===== src/rtl/core/lqmc_pkg.sv =====
package lqmc_pkg;

    localparam int TIME_W = 16;

    localparam logic [TIME_W-1:0] STEADY_PERIOD_MS = 16'd10000;
    localparam logic [TIME_W-1:0] QUICK_DROP_MS    = 16'd10000;
    localparam logic [TIME_W-1:0] DELAY_MAX_MS     = 16'd60000;
    localparam logic [TIME_W-1:0] DELAY_MIN_MS     = 16'd1000;
    localparam logic [TIME_W-1:0] DELAY_RESET_MS   = 16'd30000;
    localparam logic [TIME_W-1:0] TIMER_MAX        = 16'hFFFF;

    localparam logic [TIME_W-1:0] TIMEOUT_RESET_MS       = 16'd10000;
    localparam logic [TIME_W-1:0] GOOD_INTERVAL_RESET_MS = 16'd33;
    localparam logic [TIME_W-1:0] BAD_INTERVAL_RESET_MS  = 16'd100;

    localparam int PADDR_W = 4;
    localparam int PDATA_W = 32;

    // register index codes (byte address 4*index)
    localparam logic [1:0] REG_TIMEOUT       = 2'd0;
    localparam logic [1:0] REG_GOOD_INTERVAL = 2'd1;
    localparam logic [1:0] REG_BAD_INTERVAL  = 2'd2;

    typedef struct packed {
        logic [TIME_W-1:0] timeout_ms;
        logic [TIME_W-1:0] good_send_interval_ms;
        logic [TIME_W-1:0] bad_send_interval_ms;
    } lqmc_cfg_t;

    // saturating timer add
    function automatic logic [TIME_W-1:0] sat_add(input logic [TIME_W-1:0] a,
                                                  input logic [TIME_W-1:0] b);
        logic [TIME_W:0] sum;
        sum = {1'b0, a} + {1'b0, b};
        return sum[TIME_W] ? TIMER_MAX : sum[TIME_W-1:0];
    endfunction

endpackage


===== src/rtl/core/lqmc_in_if.sv =====
interface lqmc_in_if;
    import lqmc_pkg::*;

    logic              valid;
    logic              ready;
    logic [TIME_W-1:0] elapsed_ms;
    logic [TIME_W-1:0] since_receive_ms;
    logic              rtt_good;

    modport source (output valid, output elapsed_ms, output since_receive_ms,
                    output rtt_good, input ready);
    modport sink   (input valid, input elapsed_ms, input since_receive_ms,
                    input rtt_good, output ready);
endinterface


===== src/rtl/core/lqmc_out_if.sv =====
interface lqmc_out_if;
    logic valid;
    logic ready;
    logic timed_out;
    logic send_due;
    logic good_mode;

    modport source (output valid, output timed_out, output send_due,
                    output good_mode, input ready);
    modport sink   (input valid, input timed_out, input send_due,
                    input good_mode, output ready);
endinterface


===== src/rtl/core/link_quality_mode_controller.sv =====
// An accepted beat yields its result beat after the input register, then the
// result register, and waits longer while the output is stalled.
// Throughput: one beat per cycle while the output is not stalled; the mode
// state updates between the two registers, so ticks may follow back to back.
// Reset (rst_n, asynchronous, active low): bad mode, return delay 30000 ms,
// all timers zero, registers at their reset values, both stages empty.
module link_quality_mode_controller
    import lqmc_pkg::*;
(
    input  logic               clk,
    input  logic               rst_n,
    lqmc_in_if.sink            in_ch,
    lqmc_out_if.source         out_ch,
    input  logic               psel,
    input  logic               penable,
    input  logic               pwrite,
    input  logic [PADDR_W-1:0] paddr,
    input  logic [PDATA_W-1:0] pwdata,
    output logic [PDATA_W-1:0] prdata,
    output logic               pready
);

    lqmc_cfg_t cfg;

    lqmc_apb_regs u_regs (
        .clk     (clk),
        .rst_n   (rst_n),
        .psel    (psel),
        .penable (penable),
        .pwrite  (pwrite),
        .paddr   (paddr),
        .pwdata  (pwdata),
        .prdata  (prdata),
        .pready  (pready),
        .cfg     (cfg)
    );

    // input stage
    logic              in_valid_reg;
    logic [TIME_W-1:0] elapsed_reg;
    logic [TIME_W-1:0] silent_reg;
    logic              rtt_good_reg;

    // mode state
    logic              good_reg,   good_next;
    logic [TIME_W-1:0] delay_reg,  delay_next;
    logic [TIME_W-1:0] steady_reg, steady_next;
    logic [TIME_W-1:0] switch_reg, switch_next;
    logic [TIME_W-1:0] send_reg,   send_next;

    // result stage
    logic out_valid_reg;
    logic timed_out_reg, timed_out_next;
    logic send_due_reg,  send_due_next;
    logic good_mode_reg;

    logic out_free;
    logic advance;

    assign out_free    = !out_valid_reg || out_ch.ready;
    assign advance     = in_valid_reg && out_free;
    assign in_ch.ready = !in_valid_reg || out_free;

    assign out_ch.valid     = out_valid_reg;
    assign out_ch.timed_out = timed_out_reg;
    assign out_ch.send_due  = send_due_reg;
    assign out_ch.good_mode = good_mode_reg;

    // capture the input beat
    always_ff @(posedge clk or negedge rst_n)
    begin
        if (!rst_n)
        begin
            in_valid_reg <= 1'b0;
        end
        else if (in_ch.ready)
        begin
            in_valid_reg <= in_ch.valid;
        end
    end

    always_ff @(posedge clk)
    begin
        if (in_ch.ready && in_ch.valid)
        begin
            elapsed_reg  <= in_ch.elapsed_ms;
            silent_reg   <= in_ch.since_receive_ms;
            rtt_good_reg <= in_ch.rtt_good;
        end
    end

    // mode update for one tick
    always_comb
    begin
        logic [TIME_W-1:0] st_adv;
        logic [TIME_W-1:0] ss_adv;
        logic [TIME_W-1:0] snd_adv;
        logic [TIME_W:0]   dbl;
        logic [TIME_W-1:0] half;
        logic [TIME_W-1:0] interval;

        st_adv  = sat_add(steady_reg, elapsed_reg);
        ss_adv  = sat_add(switch_reg, elapsed_reg);
        snd_adv = sat_add(send_reg, elapsed_reg);
        dbl     = {delay_reg, 1'b0};
        half    = {1'b0, delay_reg[TIME_W-1:1]};

        good_next      = good_reg;
        delay_next     = delay_reg;
        steady_next    = steady_reg;
        switch_next    = switch_reg;
        send_next      = send_reg;
        timed_out_next = 1'b0;
        send_due_next  = 1'b0;
        interval       = cfg.bad_send_interval_ms;

        if (silent_reg >= cfg.timeout_ms)
        begin
            // silent too long: report and hold all state
            timed_out_next = 1'b1;
        end
        else
        begin
            steady_next = st_adv;
            switch_next = ss_adv;

            if (good_reg && !rtt_good_reg)
            begin
                // drop to bad mode, back off if the good spell was short
                good_next = 1'b0;
                if (ss_adv <= QUICK_DROP_MS)
                begin
                    delay_next = (dbl > {1'b0, DELAY_MAX_MS}) ? DELAY_MAX_MS
                                                              : dbl[TIME_W-1:0];
                end
                switch_next = '0;
            end
            else if (good_reg)
            begin
                // steady good mode shortens the return delay
                if (st_adv >= STEADY_PERIOD_MS)
                begin
                    steady_next = '0;
                    delay_next  = (half < DELAY_MIN_MS) ? DELAY_MIN_MS : half;
                end
            end
            else if (rtt_good_reg)
            begin
                // return to good mode once the delay has passed
                if (ss_adv >= delay_reg)
                begin
                    steady_next = '0;
                    switch_next = '0;
                    good_next   = 1'b1;
                end
            end
            else
            begin
                switch_next = '0;
            end

            // send timer against the interval of the new mode
            interval  = good_next ? cfg.good_send_interval_ms
                                  : cfg.bad_send_interval_ms;
            send_next = snd_adv;
            if (snd_adv >= interval)
            begin
                send_next     = '0;
                send_due_next = 1'b1;
            end
        end
    end

    // commit state on each advancing beat
    always_ff @(posedge clk or negedge rst_n)
    begin
        if (!rst_n)
        begin
            good_reg   <= 1'b0;
            delay_reg  <= DELAY_RESET_MS;
            steady_reg <= '0;
            switch_reg <= '0;
            send_reg   <= '0;
        end
        else if (advance)
        begin
            good_reg   <= good_next;
            delay_reg  <= delay_next;
            steady_reg <= steady_next;
            switch_reg <= switch_next;
            send_reg   <= send_next;
        end
    end

    // result register
    always_ff @(posedge clk or negedge rst_n)
    begin
        if (!rst_n)
        begin
            out_valid_reg <= 1'b0;
        end
        else if (out_free)
        begin
            out_valid_reg <= in_valid_reg;
        end
    end

    always_ff @(posedge clk)
    begin
        if (advance)
        begin
            timed_out_reg <= timed_out_next;
            send_due_reg  <= send_due_next;
            good_mode_reg <= good_next;
        end
    end

    // return delay stays between floor and cap
    a_delay_range: assert property (@(posedge clk) disable iff (!rst_n)
        delay_reg >= DELAY_MIN_MS && delay_reg <= DELAY_MAX_MS)
        else $error("return delay out of range");

    // a timed-out tick leaves the mode state alone
    a_timeout_hold: assert property (@(posedge clk) disable iff (!rst_n)
        advance && timed_out_next |=>
            $stable(good_reg) && $stable(delay_reg) && $stable(send_reg))
        else $error("state changed on timed-out tick");

    // good mode is entered only on a good round trip
    a_enter_good: assert property (@(posedge clk) disable iff (!rst_n)
        $rose(good_reg) |-> $past(rtt_good_reg) && $past(advance))
        else $error("entered good mode without good round trip");

    // a stalled result keeps the pending input beat
    a_stall_hold: assert property (@(posedge clk) disable iff (!rst_n)
        in_valid_reg && out_valid_reg && !out_ch.ready |=> in_valid_reg)
        else $error("input beat lost under output stall");

endmodule


===== src/rtl/core/lqmc_apb_regs.sv =====
module lqmc_apb_regs
    import lqmc_pkg::*;
(
    input  logic               clk,
    input  logic               rst_n,
    input  logic               psel,
    input  logic               penable,
    input  logic               pwrite,
    input  logic [PADDR_W-1:0] paddr,
    input  logic [PDATA_W-1:0] pwdata,
    output logic [PDATA_W-1:0] prdata,
    output logic               pready,
    output lqmc_cfg_t          cfg
);

    lqmc_cfg_t  cfg_reg;
    logic       wr_en;
    logic [1:0] reg_idx;

    assign pready  = 1'b1;
    assign reg_idx = paddr[3:2];
    assign wr_en   = psel && penable && pwrite;
    assign cfg     = cfg_reg;

    // write registers on the access phase, ignore unknown indexes
    always_ff @(posedge clk or negedge rst_n)
    begin
        if (!rst_n)
        begin
            cfg_reg.timeout_ms            <= TIMEOUT_RESET_MS;
            cfg_reg.good_send_interval_ms <= GOOD_INTERVAL_RESET_MS;
            cfg_reg.bad_send_interval_ms  <= BAD_INTERVAL_RESET_MS;
        end
        else if (wr_en)
        begin
            unique case (reg_idx)
                REG_TIMEOUT:       cfg_reg.timeout_ms            <= pwdata[TIME_W-1:0];
                REG_GOOD_INTERVAL: cfg_reg.good_send_interval_ms <= pwdata[TIME_W-1:0];
                REG_BAD_INTERVAL:  cfg_reg.bad_send_interval_ms  <= pwdata[TIME_W-1:0];
                default: ;
            endcase
        end
    end

    // read back
    always_comb
    begin
        unique case (reg_idx)
            REG_TIMEOUT:       prdata = {{(PDATA_W-TIME_W){1'b0}}, cfg_reg.timeout_ms};
            REG_GOOD_INTERVAL: prdata = {{(PDATA_W-TIME_W){1'b0}},
                                         cfg_reg.good_send_interval_ms};
            REG_BAD_INTERVAL:  prdata = {{(PDATA_W-TIME_W){1'b0}},
                                         cfg_reg.bad_send_interval_ms};
            default:           prdata = '0;
        endcase
    end

endmodule

===== src/flat_wrapper.sv =====
// flat-port wrapper written by rule: the top's interface ports become plain ports
module link_quality_mode_controller_flat import lqmc_pkg::*;
  (clk, rst_n, psel, penable, pwrite, paddr, pwdata, prdata, pready, in_ch_valid, in_ch_elapsed_ms, in_ch_since_receive_ms, in_ch_rtt_good, in_ch_ready, out_ch_valid, out_ch_timed_out, out_ch_send_due, out_ch_good_mode, out_ch_ready);
  lqmc_in_if in_ch_i ();
  lqmc_out_if out_ch_i ();
  input  logic clk;
  input  logic rst_n;
  input  logic psel;
  input  logic penable;
  input  logic pwrite;
  input  logic [PADDR_W-1:0] paddr;
  input  logic [PDATA_W-1:0] pwdata;
  output logic [PDATA_W-1:0] prdata;
  output logic pready;
  input wire logic [$bits(in_ch_i.valid)-1:0] in_ch_valid;
  input wire logic [$bits(in_ch_i.elapsed_ms)-1:0] in_ch_elapsed_ms;
  input wire logic [$bits(in_ch_i.since_receive_ms)-1:0] in_ch_since_receive_ms;
  input wire logic [$bits(in_ch_i.rtt_good)-1:0] in_ch_rtt_good;
  output wire logic [$bits(in_ch_i.ready)-1:0] in_ch_ready;
  output wire logic [$bits(out_ch_i.valid)-1:0] out_ch_valid;
  output wire logic [$bits(out_ch_i.timed_out)-1:0] out_ch_timed_out;
  output wire logic [$bits(out_ch_i.send_due)-1:0] out_ch_send_due;
  output wire logic [$bits(out_ch_i.good_mode)-1:0] out_ch_good_mode;
  input wire logic [$bits(out_ch_i.ready)-1:0] out_ch_ready;
  assign in_ch_i.valid = in_ch_valid;
  assign in_ch_i.elapsed_ms = in_ch_elapsed_ms;
  assign in_ch_i.since_receive_ms = in_ch_since_receive_ms;
  assign in_ch_i.rtt_good = in_ch_rtt_good;
  assign in_ch_ready = in_ch_i.ready;
  assign out_ch_valid = out_ch_i.valid;
  assign out_ch_timed_out = out_ch_i.timed_out;
  assign out_ch_send_due = out_ch_i.send_due;
  assign out_ch_good_mode = out_ch_i.good_mode;
  assign out_ch_i.ready = out_ch_ready;
  link_quality_mode_controller u_core (.clk(clk), .rst_n(rst_n), .in_ch(in_ch_i), .out_ch(out_ch_i), .psel(psel), .penable(penable), .pwrite(pwrite), .paddr(paddr), .pwdata(pwdata), .prdata(prdata), .pready(pready));
endmodule

===== config.mk =====
export PLATFORM = sky130hd
export DESIGN_NAME = link_quality_mode_controller_flat
export DESIGN_NICKNAME = d
export VERILOG_FILES = /design/src/rtl/core/lqmc_pkg.sv /design/src/rtl/core/lqmc_in_if.sv /design/src/rtl/core/lqmc_out_if.sv /design/src/rtl/core/link_quality_mode_controller.sv /design/src/rtl/core/lqmc_apb_regs.sv /design/src/flat_wrapper.sv
export SDC_FILE = /design/constraint.sdc
export NUM_CORES = 1
export LEC_CHECK = 0
export BUFFER_PORTS_ARGS = -buffer_cell sky130_fd_sc_hd__buf_2
export CAP_MARGIN = 5
export CELL_PAD_IN_SITES_DETAIL_PLACEMENT = 2
export CELL_PAD_IN_SITES_GLOBAL_PLACEMENT = 2
export CORE_MARGIN = 2
export CORE_UTILIZATION = 40
export DETAILED_ROUTE_END_ITERATION = 12
export PLACE_DENSITY_LB_ADDON = 0.3
export SETUP_SLACK_MARGIN = 0.02
export SLEW_MARGIN = 40
export SYNTH_ARGS = -nofsm -noshare
export SYNTH_HDL_FRONTEND = slang
export SYNTH_SLANG_ARGS = --single-unit

===== constraint.sdc =====
create_clock -name clk -period 13.6 [get_ports clk]
set_input_delay 0.68 -clock clk [delete_from_list [all_inputs] [get_ports clk]]
set_output_delay 0.68 -clock clk [all_outputs]
set_load 0.1 [all_outputs]

* Word-level counts from Yosys, hierarchy flattened
Cells that the tools add are included.
Storage, ports and cells: register bits after elaboration 151, latch bits 0, bits in writable memories 0, memory bits (read-only) 0, input bits 76, output and inout bits 38, word-level logic and storage cells 77, memories kept 0
Operators by class: $add $sub $neg 3, $mul 0, divide/modulo/power cells 0, $lt $le $gt $ge 7, eq/ne operators 3, shift operators 0, muxes and demuxes 29, bitwise gates (word level) 1, reductions and logical operators 18
Operators by type and width (count):
- 16-bit 2-to-1 mux | 19
- 16-bit by 16-bit adder with 17-bit output | 3
- 16-bit >= comparator | 3
- 16-bit one-hot mux with 3 select lines | 1
- 17-bit by 16-bit greater-than comparator with 1-bit output, second input constant | 1
- 16-bit by 14-bit >= comparator with 1-bit output, second input constant | 1
- 16-bit by 14-bit <= comparator with 1-bit output, second input constant | 1
- 15-bit by 10-bit less-than comparator with 1-bit output, second input constant | 1
- 15-bit 2-to-1 mux | 1
- 1-bit 2-to-1 mux | 8
- 2-bit AND reduction | 4
- 1-bit logical AND | 5
- 5-bit AND reduction | 1
- 2-bit nonzero test | 2
- 1-bit zero test | 3
- 2-bit by 1-bit equality test with 1-bit output, second input constant | 1
- 2-bit equality test, second input constant | 1
- 2-bit zero test | 1
- 1-bit logical OR | 2
- 2-bit inequality test, second input constant | 1
- 1-bit NOT | 1

* Logic depth before layout (Yosys ltp)
depth in word-level cells 11, gate-level depth with buffers 29, depth with buffers taken out 28

* Cells and area by module
A second synthesis with hierarchy kept.
Second synthesis, totals: cell total of the unflattened synthesis 1000, area, all modules 10095.9 um^2
Modules (own cells, without submodules):
- link_quality_mode_controller | times used 1, cells an instance 822, area each 7751.2 um^2, sequential area each 2766.4 um^2
- lqmc_apb_regs | times used 1, cells an instance 178, area each 2344.7 um^2, sequential area each 1213.7 um^2

* Least setup slack after synthesis
OpenSTA, ideal clock, no wires.
path kind register to register, start point register u_core.elapsed_reg[0], end point register u_core.send_reg[10], data arrival time 5509 ps, slack 8008 ps, cell stages (with the launch flop) 29, path buffers 2, period minus slack after synthesis 5592 ps, cell sequence edfxtp_1 -> ha_1 -> fa_1 -> a211oi_2 -> o211ai_2 -> a21boi_1 -> a21oi_1 -> o21bai_1 -> xor2_1 -> or2_2 -> ha_1 -> nand4_1 -> nor2_1 -> a21oi_1 -> o211ai_1 -> nor2_1 -> o21a_1 -> nor2_1 -> clkbuf_1 -> mux2i_1 -> ha_1 -> a21o_1 -> a21o_1 -> a21oi_1 -> o21ai_0 -> o311ai_0 -> nand3_1 -> clkbuf_1 -> o21ai_0
On the way: cells in the longest elaborated chain, start to end 11
RTL lines:
- start: declaration | line link_quality_mode_controller.sv:40 | logic [TIME_W-1:0] elapsed_reg;
- start signal: assignment | line link_quality_mode_controller.sv:86 | elapsed_reg <= in_ch.elapsed_ms;
- 16-bit by 16-bit adder with 17-bit output | line lqmc_pkg.sv:34 | sum = {1'b0, a} + {1'b0, b};
- 16-bit 2-to-1 mux | line lqmc_pkg.sv:35 | return sum[TIME_W] ? TIMER_MAX : sum[TIME_W-1:0];
- 16-bit >= comparator | line link_quality_mode_controller.sv:150 | if (ss_adv >= delay_reg)
- 1-bit 2-to-1 mux | line link_quality_mode_controller.sv:150
- 1-bit 2-to-1 mux | line link_quality_mode_controller.sv:147 | else if (rtt_good_reg)
- 1-bit 2-to-1 mux | line link_quality_mode_controller.sv:138 | else if (good_reg)
- 1-bit 2-to-1 mux | line link_quality_mode_controller.sv:127 | if (good_reg && !rtt_good_reg)
- 1-bit 2-to-1 mux | line link_quality_mode_controller.sv:117 | if (silent_reg >= cfg.timeout_ms)
- 16-bit 2-to-1 mux | line link_quality_mode_controller.sv:163 | interval = good_next ? cfg.good_send_interval_ms
- 16-bit >= comparator | line link_quality_mode_controller.sv:166 | if (snd_adv >= interval)
- 16-bit 2-to-1 mux (*) | line link_quality_mode_controller.sv:166
- end signal: assignment | line link_quality_mode_controller.sv:191 | send_reg <= send_next;
- end: declaration | line link_quality_mode_controller.sv:49 | logic [TIME_W-1:0] send_reg, send_next;
Every way passes the cells marked *; elsewhere a longest branch is shown, timed or not. The select of a mux whose other input is x is not followed. A chain may end at the register's enable or synchronous reset.

* Worst setup path after layout
start point register u_core.elapsed_reg[0], end point register u_core.send_reg[7]
The elaborated chain is that of the path after synthesis.

==> results.sh <==
export IMPL_clk_pin_slew_ns=0.08
export IMPL_antenna_cells=0
export IMPL_startpoint_type="register"
export IMPL_cp_end_kind="register"
export IMPL_critical_path_most_common_cell="a21o_1"
export IMPL_slew_viol_final=0
export IMPL_cts_path_max_buffers=2
export IMPL_leakagePower_uw=0.005279
export IMPL_cp_slowest_cell="o21ai_1"
export IMPL_core_area_sq_mm=0.02518
export IMPL_totalWireLength_um=33100
export IMPL_numPortBuffers=78
export IMPL_initial_core_util_pct=40.75
export IMPL_place_gp_congestion=0.8122
export IMPL_min_period_ns=7.450
export IMPL_criticalPathCategory="reg2reg"
export IMPL_fp_dieH_um=164.2
export IMPL_ctsResizeCount=0
export IMPL_final_util_pct=45.85
export IMPL_worst_pin_slew_ns=0.8254
export IMPL_grt_pass1_wl_um=52960
export IMPL_firstDrtPassIters=4
export IMPL_gr_usage_met1_pct=30.70
export IMPL_area_growth_pct=12.51
export IMPL_postRouteAntennaNets=0
export IMPL_worstPathArrival_ns=7.79
export IMPL_tritoncts="built"
export IMPL_top_usage_layer="met2"
export IMPL_nets=1302
export IMPL_place_hpwl_um=23660
export IMPL_gr_usage_met2_pct=46.10
export IMPL_globalRouteOverflowTotal=0
export IMPL_post_cts_buffers=0
export IMPL_slew_headroom_pct=44.39
export IMPL_synth_cell_types=78
export IMPL_cap_violations=0
export IMPL_antenna_found_initial=0
export IMPL_postCtsHoldBufs=0
export IMPL_vdd_drop_max_v=0.0001042
export IMPL_worstPathMaxFanout=15
export IMPL_ys_seq_area_share_pct=38.79
export IMPL_grt_use_total_pct=25.55
export IMPL_final_setup_skew_ns=0.01578
export IMPL_design_die_area_sq_mm=0.02695
export IMPL_critPathRequiredTime_ns=13.94
export IMPL_rsz0062_at_grt="false"
export IMPL_hold_class="in2async"
export IMPL_powerDensity_mw_per_mm2=243.8
export IMPL_cts_root_buffer="clkbuf_16"
export IMPL_drt_vias_per_instance=5.750
export IMPL_drt_iter0_drc=362
export IMPL_synth_edf_count=36
export IMPL_vias=8452
export IMPL_finalSetupTns_ns=0
export IMPL_grt_max_degree=77
export IMPL_final_hold_violation_count=0
export IMPL_drive_above_1_share_pct=17.98
export IMPL_cts_buffers_inserted=17
export IMPL_setup_viol=0
export IMPL_largest_reg_flops=48
export IMPL_grt_pass1_vias=9424
export IMPL_avgSynthCellArea_sq_um=9.680
export IMPL_finalCritPeriodShare_pct=54.78
export IMPL_yosys_warnings=0
export IMPL_clkLatencyLatePin_ns=0.45
export IMPL_row_count=58
export IMPL_syn_inst=1060
export IMPL_synth_top_flop_cell="dfrtp_1"
export IMPL_worst_path_largest_cell_delay_ns=0.63
export IMPL_synth_seq_cells=151
export IMPL_mostFrequentLayoutCells="98 x nand2_1, 98 x dfrtp_1, 96 x ha_1"
export IMPL_status="completed"
export IMPL_pin_count=114
export IMPL_die_x_um=164.2
export IMPL_fmax_ghz=0.1342
export IMPL_wl_per_cell_um=22.52
export IMPL_htree_num_levels=4
export IMPL_drc=0
export IMPL_synthesis_area_sq_mm=0.01026
export IMPL_cts_sinks=151
export IMPL_grt_use_met3_pct=3.081
export IMPL_async_reset_ff_share_pct=76.16
[power breakdown]
part	internal [uW]	switching [uW]
Combinational	606	998
Clock	261	231
Sequential	609	109
Total	1480	1340
[metrics by stage]
| stage | cell area [sq um] | hold WS (ns) | instances | power [uW] | worst slack, ns |
|---|---|---|---|---|---|
| 2_1_floorplan | 10320 | 0.3844 | 1075 | 1858 | 8.008 |
| 3_3_place_gp | 10910 | 0.4681 | 1436 | 2184 | 6.545 |
| 3_5_place_dp | 10940 | 0.4857 | 1437 | 2279 | 6.260 |
| 4_1_cts | 11530 | 0.3040 | 1469 | 2829 | 6.121 |
| 5_1_grt | 11540 | 0.3241 | 1470 | 3028 | 5.681 |
| 6_report | 11540 | 0.2759 | 1470 | 2815 | 6.150 |
[worst max-delay path, delay by kind of cell (launching register included)]
kind,cells,cell delay (ns)
fa+ha+maj,4,1.34
simple gates,5,1.17
mux,1,0.33
flops,1,0.52
buf+inv,1,0.26
compound gates,16,3.73
[layout make-up]
class                      instances  area (sq um)
fill                            2651         13640
multi-input combinational        805          5856
sequential                       151          3980
timing repair buffer              86         460.4
clock buffer                      17         425.4
tap                              330         412.9
inverter                          66         247.7
clock inverter                    15         162.7
[final timing paths]
path | cells after the start | endpoint | from | slack, ns
max in group asynchronous | 2 | u_core.send_reg[0] | rst_n | 12.20
worst max register to register | 27 | u_core.send_reg[7] | u_core.elapsed_reg[0] | 6.15
worst min-delay path | 1 | u_core.u_regs.cfg[32] | rst_n | 0.28
worst min register to register | 1 | u_core.out_ch.valid | u_core.in_valid_reg | 0.50
worst max-delay path | 27 | u_core.send_reg[7] | u_core.elapsed_reg[0] | 6.15
min in group clk | 1 | u_core.silent_reg[1] | in_ch_since_receive_ms[1] | 0.40
[cell usage after synthesis, types with 3 or more instances]
cell,instances,area [sq um]
nor2b_1,10,62.56
mux2_2,35,394.1
dfstp_2,17,446.7
inv_1,66,247.7
buf_4,17,127.6
edfxtp_1,36,1081
fa_1,3,60.06
a21oi_1,60,300.3
o31a_1,3,26.28
o21bai_1,6,45.04
clkbuf_1,29,108.9
a211o_1,3,26.28
nor3b_1,11,82.58
mux2i_1,42,420.4
nor3_1,18,90.09
nand2b_1,9,56.30
dfrtp_1,98,2452
or2_2,8,50.05
o21a_1,12,90.09
a22oi_1,5,37.54
o21ai_0,95,475.5
nor2_1,59,221.5
and2_1,4,25.02
a21boi_0,4,30.03
nand2_1,99,371.6
o211ai_1,7,52.55
mux2_4,5,75.07
ha_1,96,1201
a31oi_1,8,50.05
and3_1,5,31.28
o31ai_1,3,22.52
a22o_1,14,122.6
xor2_1,14,122.6
nor4_1,8,50.05
nand3_1,15,75.07
a21o_1,32,240.2
a211oi_1,16,120.1
nand4_1,11,68.82
xnor2_1,17,148.9
and4_1,3,26.28
[per-layer routing]
metal | vias up | wire length, um
li1 | 3960 | -
met5 | - | 0
met1 | 4287 | 14130
met3 | 63 | 828
met2 | 142 | 16990
met4 | 0 | 1152
[cell families after synthesis]
group | after synthesis | share of synthesized area, %
flip-flops | 151 | 38.79
XOR/XNOR | 31 | 2.646
buffers and inverters | 119 | 5.255
adder cells (fa/ha/maj) | 99 | 12.29
AND/OR/NAND/NOR | 273 | 12.85
other | 2 | 0.07319
AO/OA/AOI/OAI | 303 | 19.42
multiplexers | 82 | 8.670
Note: power is estimated with default switching activity, not from simulation.
